File: src/hdl/isp_pkg.sv
// ----------------------------------------------------------------------------
// isp_pkg
// Shared types, constants and character decode for the integer string parser.
// ----------------------------------------------------------------------------
package isp_pkg;

   localparam int unsigned MAX_DEC_DIGITS = 19;
   localparam int unsigned MAX_HEX_DIGITS = 16;
   localparam int unsigned CNT_W          = 5;

   localparam logic [1:0] MODE_UDEC   = 2'd0;
   localparam logic [1:0] MODE_SDEC   = 2'd1;
   localparam logic [1:0] MODE_HEX    = 2'd2;
   localparam logic [1:0] MODE_UNUSED = 2'd3;

   localparam logic [7:0] CHAR_MINUS = 8'h2D;
   localparam logic [7:0] CHAR_PLUS  = 8'h2B;

   localparam logic [CNT_W-1:0] DEC_LIMIT = CNT_W'(MAX_DEC_DIGITS);
   localparam logic [CNT_W-1:0] HEX_LIMIT = CNT_W'(MAX_HEX_DIGITS);

   typedef struct packed {
      logic             valid;
      logic [3:0]       value;
   } digit_type;

   // running per-string parse state
   typedef struct packed {
      logic [63:0]      acc;
      logic [CNT_W-1:0] cnt;
      logic             neg;
      logic             failed;
      logic [1:0]       mode;
   } parse_type;

   // finished string, waiting for range check and sign fix-up
   typedef struct packed {
      logic [63:0]      acc;
      logic             neg;
      logic             good;
      logic [1:0]       mode;
   } pend_type;

   function automatic digit_type dec_digit(input logic [7:0] c);
      digit_type d;
      d.valid = (c >= 8'h30) && (c <= 8'h39);
      d.value = c[3:0];
      return d;
   endfunction

   function automatic digit_type hex_digit(input logic [7:0] c);
      digit_type d;
      d.valid = 1'b0;
      d.value = 4'd0;
      if ((c >= 8'h30) && (c <= 8'h39)) begin
         d.valid = 1'b1;
         d.value = c[3:0];
      end else if (((c >= 8'h61) && (c <= 8'h66)) || ((c >= 8'h41) && (c <= 8'h46))) begin
         // a-f and A-F share the low three bits: 1..6
         d.valid = 1'b1;
         d.value = 4'd9 + {1'b0, c[2:0]};
      end
      return d;
   endfunction

endpackage

File: src/hdl/integer_string_parser_top.sv
// One byte of an ASCII number string is taken per cycle while req_stall is low,
// with no gaps needed between bytes or between strings. Mode is sampled on the
// first byte of each string. After the last byte is accepted into the input
// register, the parse-state update and capture of the finished string happen
// together, then the range check is registered into the output register; a
// stalled result does not block bytes of the next string from flowing in
// until the internal stages behind the output fill up.
// ----------------------------------------------------------------------------
// integer_string_parser_top
// Decimal (unsigned or signed) and hex string to 64-bit integer converter.
// ----------------------------------------------------------------------------
module integer_string_parser_top (
   input  logic        clock,
   input  logic        reset,
   input  logic        req_valid,
   output logic        req_stall,
   input  logic [7:0]  req_char_in,
   input  logic        req_last_char,
   input  logic [1:0]  req_mode,
   output logic        rsp_valid,
   input  logic        rsp_stall,
   output logic [63:0] rsp_value_out,
   output logic        rsp_ok
);

   // input register
   logic        a_valid_ff, a_valid_in;
   logic [7:0]  a_char_ff;
   logic        a_last_ff;
   logic [1:0]  a_mode_ff;

   // parse state
   isp_pkg::parse_type st_ff, st_in;
   logic               start_ff;

   // finished-string stage
   logic               b_valid_ff, b_valid_in;
   isp_pkg::pend_type  b_ff, b_in;

   // output register
   logic        rsp_valid_ff, rsp_valid_in;
   logic [63:0] rsp_value_ff, rsp_value_in;
   logic        rsp_ok_ff, rsp_ok_in;

   logic out_load, b_free, a_take, a_free, req_take;

   assign out_load = b_valid_ff && (!rsp_valid_ff || !rsp_stall);
   assign b_free   = !b_valid_ff || out_load;
   assign a_take   = a_valid_ff && (!a_last_ff || b_free);
   assign a_free   = !a_valid_ff || a_take;
   assign req_stall = !a_free;
   assign req_take  = req_valid && a_free;

   isp_step u_step (
      .char_in (a_char_ff),
      .mode    (a_mode_ff),
      .first   (start_ff),
      .cur     (st_ff),
      .nxt     (st_in)
   );

   always_comb begin
      b_in.acc  = st_in.acc;
      b_in.neg  = st_in.neg;
      b_in.good = !st_in.failed && (st_in.cnt != '0);
      b_in.mode = st_in.mode;
   end

   isp_finish u_finish (
      .pend      (b_ff),
      .value_out (rsp_value_in),
      .ok        (rsp_ok_in)
   );

   assign a_valid_in   = req_take || (a_valid_ff && !a_take);
   assign b_valid_in   = (a_take && a_last_ff) || (b_valid_ff && !out_load);
   assign rsp_valid_in = out_load || (rsp_valid_ff && rsp_stall);

   always_ff @(posedge clock) begin
      if (reset) begin
         a_valid_ff   <= 1'b0;
         b_valid_ff   <= 1'b0;
         rsp_valid_ff <= 1'b0;
         start_ff     <= 1'b1;
         st_ff        <= '0;
      end else begin
         a_valid_ff   <= a_valid_in;
         b_valid_ff   <= b_valid_in;
         rsp_valid_ff <= rsp_valid_in;
         if (a_take) begin
            start_ff <= a_last_ff;
            st_ff    <= st_in;
         end
      end
   end

   always_ff @(posedge clock) begin
      if (req_take) begin
         a_char_ff <= req_char_in;
         a_last_ff <= req_last_char;
         a_mode_ff <= req_mode;
      end
      if (a_take && a_last_ff) begin
         b_ff <= b_in;
      end
      if (out_load) begin
         rsp_value_ff <= rsp_value_in;
         rsp_ok_ff    <= rsp_ok_in;
      end
   end

   assign rsp_valid     = rsp_valid_ff;
   assign rsp_value_out = rsp_value_ff;
   assign rsp_ok        = rsp_ok_ff;

endmodule

File: src/hdl/isp_step.sv
// ----------------------------------------------------------------------------
// isp_step
// Next parse state for one character: sign, digit accumulate or failure.
// ----------------------------------------------------------------------------
module isp_step (
   input  logic [7:0]         char_in,
   input  logic [1:0]         mode,
   input  logic               first,
   input  isp_pkg::parse_type cur,
   output isp_pkg::parse_type nxt
);

   isp_pkg::parse_type base;
   isp_pkg::digit_type dig;
   logic               is_hex;
   logic               is_sign;
   logic [isp_pkg::CNT_W-1:0] limit;
   logic [63:0]        acc_dec;
   logic [63:0]        acc_hex;

   always_comb begin
      if (first) begin
         base.acc    = '0;
         base.cnt    = '0;
         base.neg    = 1'b0;
         base.failed = 1'b0;
         base.mode   = mode;
      end else begin
         base = cur;
      end
   end

   assign is_hex  = (base.mode == isp_pkg::MODE_HEX);
   assign dig     = is_hex ? isp_pkg::hex_digit(char_in) : isp_pkg::dec_digit(char_in);
   assign limit   = is_hex ? isp_pkg::HEX_LIMIT : isp_pkg::DEC_LIMIT;
   assign is_sign = (char_in == isp_pkg::CHAR_MINUS) || (char_in == isp_pkg::CHAR_PLUS);

   // acc*10 + d as two shifted terms plus the digit
   assign acc_dec = (base.acc << 3) + (base.acc << 1) + {60'd0, dig.value};
   assign acc_hex = {base.acc[59:0], dig.value};

   always_comb begin
      nxt = base;
      if (!base.failed) begin
         priority if (base.mode == isp_pkg::MODE_UNUSED) begin
            nxt.failed = 1'b1;
         end else if ((base.mode == isp_pkg::MODE_SDEC) && first && is_sign) begin
            nxt.neg = (char_in == isp_pkg::CHAR_MINUS);
         end else if (!dig.valid || (base.cnt >= limit)) begin
            nxt.failed = 1'b1;
         end else begin
            nxt.acc = is_hex ? acc_hex : acc_dec;
            nxt.cnt = base.cnt + 1'b1;
         end
      end
   end

endmodule

File: src/hdl/isp_finish.sv
// ----------------------------------------------------------------------------
// isp_finish
// Signed-mode range check and two's complement of a finished string; zero on failure.
// ----------------------------------------------------------------------------
module isp_finish (
   input  isp_pkg::pend_type pend,
   output logic [63:0]       value_out,
   output logic              ok
);

   logic        good;
   logic [63:0] val;

   always_comb begin
      good = pend.good;
      val  = pend.acc;
      if (pend.good && (pend.mode == isp_pkg::MODE_SDEC)) begin
         if (pend.neg) begin
            // magnitude above 2^63 does not fit
            if (pend.acc[63] && (|pend.acc[62:0])) begin
               good = 1'b0;
            end else begin
               val = 64'd0 - pend.acc;
            end
         end else if (pend.acc[63]) begin
            good = 1'b0;
         end
      end
   end

   assign value_out = good ? val : 64'd0;
   assign ok        = good;

endmodule

File: config.mk
export PLATFORM = sky130hd
export DESIGN_NAME = integer_string_parser_top
export DESIGN_NICKNAME = d
export VERILOG_FILES = /design/src/hdl/isp_pkg.sv /design/src/hdl/integer_string_parser_top.sv /design/src/hdl/isp_step.sv /design/src/hdl/isp_finish.sv
export SDC_FILE = /design/constraint.sdc
export NUM_CORES = 1
export LEC_CHECK = 0
export BUFFER_PORTS_ARGS = -buffer_cell sky130_fd_sc_hd__buf_4
export CAP_MARGIN = 20
export CELL_PAD_IN_SITES_DETAIL_PLACEMENT = 0
export CELL_PAD_IN_SITES_GLOBAL_PLACEMENT = 1
export CORE_MARGIN = 4
export CORE_UTILIZATION = 45
export CTS_BUF_LIST = sky130_fd_sc_hd__clkbuf_8
export DETAILED_ROUTE_END_ITERATION = 16
export PLACE_DENSITY = 0.81
export SYNTH_ARGS = -nofsm -noshare
export SYNTH_HDL_FRONTEND = slang
export SYNTH_SLANG_ARGS = --single-unit
File: constraint.sdc
create_clock -name clock -period 5.7 [get_ports clock]
set_clock_uncertainty 0.2 [all_clocks]
set_input_delay 0 -clock clock [delete_from_list [all_inputs] [get_ports clock]]
set_output_delay 0 -clock clock [all_outputs]
set_load 0.05 [all_outputs]
==> impl_results.md <==
* Status: completed
* Vias in the first global route at roughly 13,000
* Number of levels the H-tree was split into at 2
* Clock sink count at roughly 220
* Minimum period implied by the final worst setup slack at around 5.5 ns
* Slack of the critical path at 0.241 ns
* Iter 0 DRT Violations at between 1,000 and 1,500
* Async S/R FF share, synth at 0%
* Final hold violations at 0
* Die outline area at roughly 37,000 µm²
* Critical path required time at 5.85 ns
* Residual overflow from global routing at 0
* Post-layout utilization of the core at about half
* Maximum fanout along the worst path at 5
* Sequential-to-total area share from yosys stat at 38.0%
* Core area at around 34,000 µm²
* Post-route DRC at 0
* Vias after detailed routing at around 13,000
* Final setup violation count at 0
* Clock tree from TritonCTS: built
* Final max-slew violation count at 0
* Final weighted congestion in routability-driven placement at just over 0.9
* Clock root cell: sky130_fd_sc_hd__clkbuf_8
* Clk slew on worst S/H paths at around 0.070 ns
* Area share of the leading cell type in the synthesized netlist at between 20% and 30%
* Leak Pwr at ~7.2 nW
* IO Count at between 80 and 90
* Clock Latency Late Sink at roughly 0.53 ns
* Endpoint type of the worst setup path: register
* Kind of path behind the tightest hold check: input port to register
* Initial core utilization at a little under half
* Post-synthesis net count at 1,912
* Worst Max-Slew Pin Slew at ~1.1 ns
* Overall routed net length at 45,000 µm
* Chip width at approximately 190 µm
* Count of maximum capacitance violations at 0
* Mean area per synthesized cell at ~8.7 µm²
* Antenna Diode Count at 0
* Number of instances in the synthesized netlist at ~1,800
* Post-layout instance count excluding filler cells at about 2,300
* Pin count of the biggest net entering global routing at between 70 and 80
* Post-placement cell count at ~2,200
* Vias per Instance at about 5.8
* Placed wire-length estimate at around 33,000 µm
* # rows at 67
* Hold slack final at approximately 0.030 ns
* GRT Overall Usage at a little under a quarter
* Main area contributors after synthesis: sky130_fd_sc_hd__edfxtp_1 (28%), sky130_fd_sc_hd__ha_1 (11%), sky130_fd_sc_hd__dfxtp_1 (10%)
* Number of iterations in the first detailed-routing pass at 7
* Startpoint class of the critical path: register
* Fmax at about 0.18 GHz
* Layout cells sized above 1 at between 10% and 20%
* Remaining max-slew budget at the tightest pin at 26.8%
* Worst setup path category: register to register
* Number of distinct library cells after synthesis at between 70 and 80
* Pwr dens at 195 nW/µm²
* Biggest area consumer among synthesized cells: sky130_fd_sc_hd__edfxtp_1
* Initial antenna violation count at 0
* Largest buffer count on any clock path at 3
* Predominant post-synthesis flop cell: sky130_fd_sc_hd__edfxtp_1
* Die Ht at between 150 and 200 µm
* Number of register bits inferred by synthesis at 221
* Post-synth EDFFs at between 100 and 150
* Number of clock buffers inserted by TritonCTS at 34
* YS warnings at 0
* Signal arrival time at the worst endpoint at ~5.6 ns
* Dpl ws at -0.0311 ns
* Synthesized area at between 15,000 and 20,000 µm²
* Routed length per placed instance at between 15 and 20 µm
* Port-buffer cells at ~80
* Wire length of the first global-routing pass at 70,500 µm
* Area delta synth->final at 13.2%
* Post-route antenna net violation count at 0
* Final period util at 95.8%
* Max VDD drop at 133 µV
* Net count reported at finish at 1,997
-- registers in the layout, summed over array words and instances, names as in the netlist --
name           count
st_ff             73
rsp_ok             1
rsp_valid          1
a_last_ff          1
b_valid_ff         1
b_ff              68
start_ff           1
a_char_ff          8
rsp_value_out     64
a_mode_ff          2
a_valid_ff         1
-- routing by layer --
metal | up-vias | track usage, % | part of all wire, %
li1 | 6577 | - | -
met1 | 6368 | 35.1 | 49
met2 | 450 | 35.0 | 43
met3 | 59 | 2.70 | 6.2
met4 | 0 | 5.59 | 2.0
met5 | - | 0 | 0
-- final timing paths --
path                        from      endpoint  cells past startpoint  slack (ns)
setup / recovery    a_char_ff[3]      b_ff[63]                     17        0.24
hold reg to reg        st_ff[17]     st_ff[17]                      2        0.25
setup reg to reg    a_char_ff[3]      b_ff[63]                     17        0.24
hold / removal    req_char_in[6]  a_char_ff[6]                      2        0.03
-- per-stage QoR --
| stage | instance area [µm²] | TNS (ns) | power, mW |
|---|---|---|---|
| floorplan | 15400 | 0 | 2.05 |
| global placement | 16500 | 0 | 2.15 |
| detailed placement | 16500 | -0.0828 | 2.16 |
| CTS | 17400 | 0 | 3.42 |
| global route | 17500 | -0.0323 | 3.53 |
| finish | 17500 | 0 | 3.41 |
-- layout make-up --
type                            instances  area [µm²]
Tap cell                              448         561
Clock buffer                           36         495
Multi-Input combinational cell       1388        9010
Inverter                               60         225
Timing Repair Buffer                  145        1190
Clock inverter                         25         134
Fill cell                            3143       16200
Sequential cell                       221        5870
-- synth_stat cells, types with 10 or more instances --
master                     number
sky130_fd_sc_hd__nand4_1       16
sky130_fd_sc_hd__nor2_1       237
sky130_fd_sc_hd__nor3_1        46
sky130_fd_sc_hd__o21a_1        11
sky130_fd_sc_hd__a22o_1        13
sky130_fd_sc_hd__a22oi_1       16
sky130_fd_sc_hd__inv_1         58
sky130_fd_sc_hd__o21ai_0      100
sky130_fd_sc_hd__mux2i_1       10
sky130_fd_sc_hd__o211ai_1      13
sky130_fd_sc_hd__o31ai_1       11
sky130_fd_sc_hd__o22ai_1       17
sky130_fd_sc_hd__o21bai_1      15
sky130_fd_sc_hd__a21o_1        34
sky130_fd_sc_hd__or3_1         12
sky130_fd_sc_hd__a21oi_2       10
sky130_fd_sc_hd__ha_1         130
sky130_fd_sc_hd__clkbuf_1      82
sky130_fd_sc_hd__nand2b_1      15
sky130_fd_sc_hd__dfxtp_1       77
sky130_fd_sc_hd__xor2_1        52
sky130_fd_sc_hd__a21oi_1      138
sky130_fd_sc_hd__nand2_1      162
sky130_fd_sc_hd__a211oi_1      21
sky130_fd_sc_hd__nor2b_1       61
sky130_fd_sc_hd__a31oi_1       18
sky130_fd_sc_hd__xnor2_1       63
sky130_fd_sc_hd__edfxtp_1     144
sky130_fd_sc_hd__and3_1        17
sky130_fd_sc_hd__nand3_1       26
-- power breakdown --
part,switching (mW),total (mW),internal (mW),leakage [nW]
logic,0.231,0.348,0.117,4.91
registers,0.0424,1.80,1.75,1.96
clock network,0.628,1.26,0.633,0.369
total,0.902,3.41,2.50,7.23
-- worst max-delay path, cell delays in order, from the launching register on --
cell and delay, ns:
sky130_fd_sc_hd__edfxtp_1 0.45, sky130_fd_sc_hd__or4b_2 0.69, sky130_fd_sc_hd__a21oi_1 0.18, sky130_fd_sc_hd__and3_1 0.21, sky130_fd_sc_hd__a22o_1 0.22, sky130_fd_sc_hd__fa_1 0.47
sky130_fd_sc_hd__ha_1 0.34, sky130_fd_sc_hd__a211oi_2 0.33, sky130_fd_sc_hd__nor2_1 0.08, sky130_fd_sc_hd__a2111oi_1 0.49, sky130_fd_sc_hd__buf_4 0.19, sky130_fd_sc_hd__and4bb_2 0.26
sky130_fd_sc_hd__o211ai_1 0.20, sky130_fd_sc_hd__and3_1 0.27, sky130_fd_sc_hd__o21ai_0 0.13, sky130_fd_sc_hd__xor2_1 0.26, sky130_fd_sc_hd__nand2_1 0.09, sky130_fd_sc_hd__a21oi_1 0.22
-- logic make-up after synthesis --
family                     synth area share (%)
AOI/OAI and AO/OA                          20.5
xor gates and xnor gates                   6.53
adders and majority gates                  10.8
buffers and inverters                      3.96
DFF                                        38.0
muxes                                     0.648
and+or+nand+nor                            19.6
-- layout by cell type, fill, tap and decap left out, types with 14 or more instances in the layout --
cell type,netlist,final
sky130_fd_sc_hd__dlygate4sd3_1,0,26
sky130_fd_sc_hd__edfxtp_1,144,144
sky130_fd_sc_hd__buf_4,2,117
sky130_fd_sc_hd__o22ai_1,17,17
sky130_fd_sc_hd__nor2b_1,61,61
sky130_fd_sc_hd__and3_1,17,17
sky130_fd_sc_hd__o21ai_0,100,100
sky130_fd_sc_hd__nand2_1,162,161
sky130_fd_sc_hd__inv_1,58,72
sky130_fd_sc_hd__xnor2_1,63,63
sky130_fd_sc_hd__nand2b_1,15,14
sky130_fd_sc_hd__o21bai_1,15,15
sky130_fd_sc_hd__a22oi_1,16,16
sky130_fd_sc_hd__clkbuf_8,0,36
sky130_fd_sc_hd__nand3_1,26,26
sky130_fd_sc_hd__nor2_1,237,237
sky130_fd_sc_hd__ha_1,130,130
sky130_fd_sc_hd__xor2_1,52,52
sky130_fd_sc_hd__a21oi_1,138,137
sky130_fd_sc_hd__a211oi_1,21,20
sky130_fd_sc_hd__nor3_1,46,45
sky130_fd_sc_hd__a31oi_1,18,17
sky130_fd_sc_hd__a21o_1,34,34
sky130_fd_sc_hd__dfxtp_1,77,76
sky130_fd_sc_hd__nand4_1,16,16
-- timing repair --
action / CTS / global route
endpoints found under the setup margin: 5 / 46
endpoints found under the hold margin: 75 / 0
pin swaps: 0 / 1
setup buffers: 0 / 1
gates resized for setup: 1 / 7
hold buffers: 26 / 0
Power figures use the tool's default switching activity.
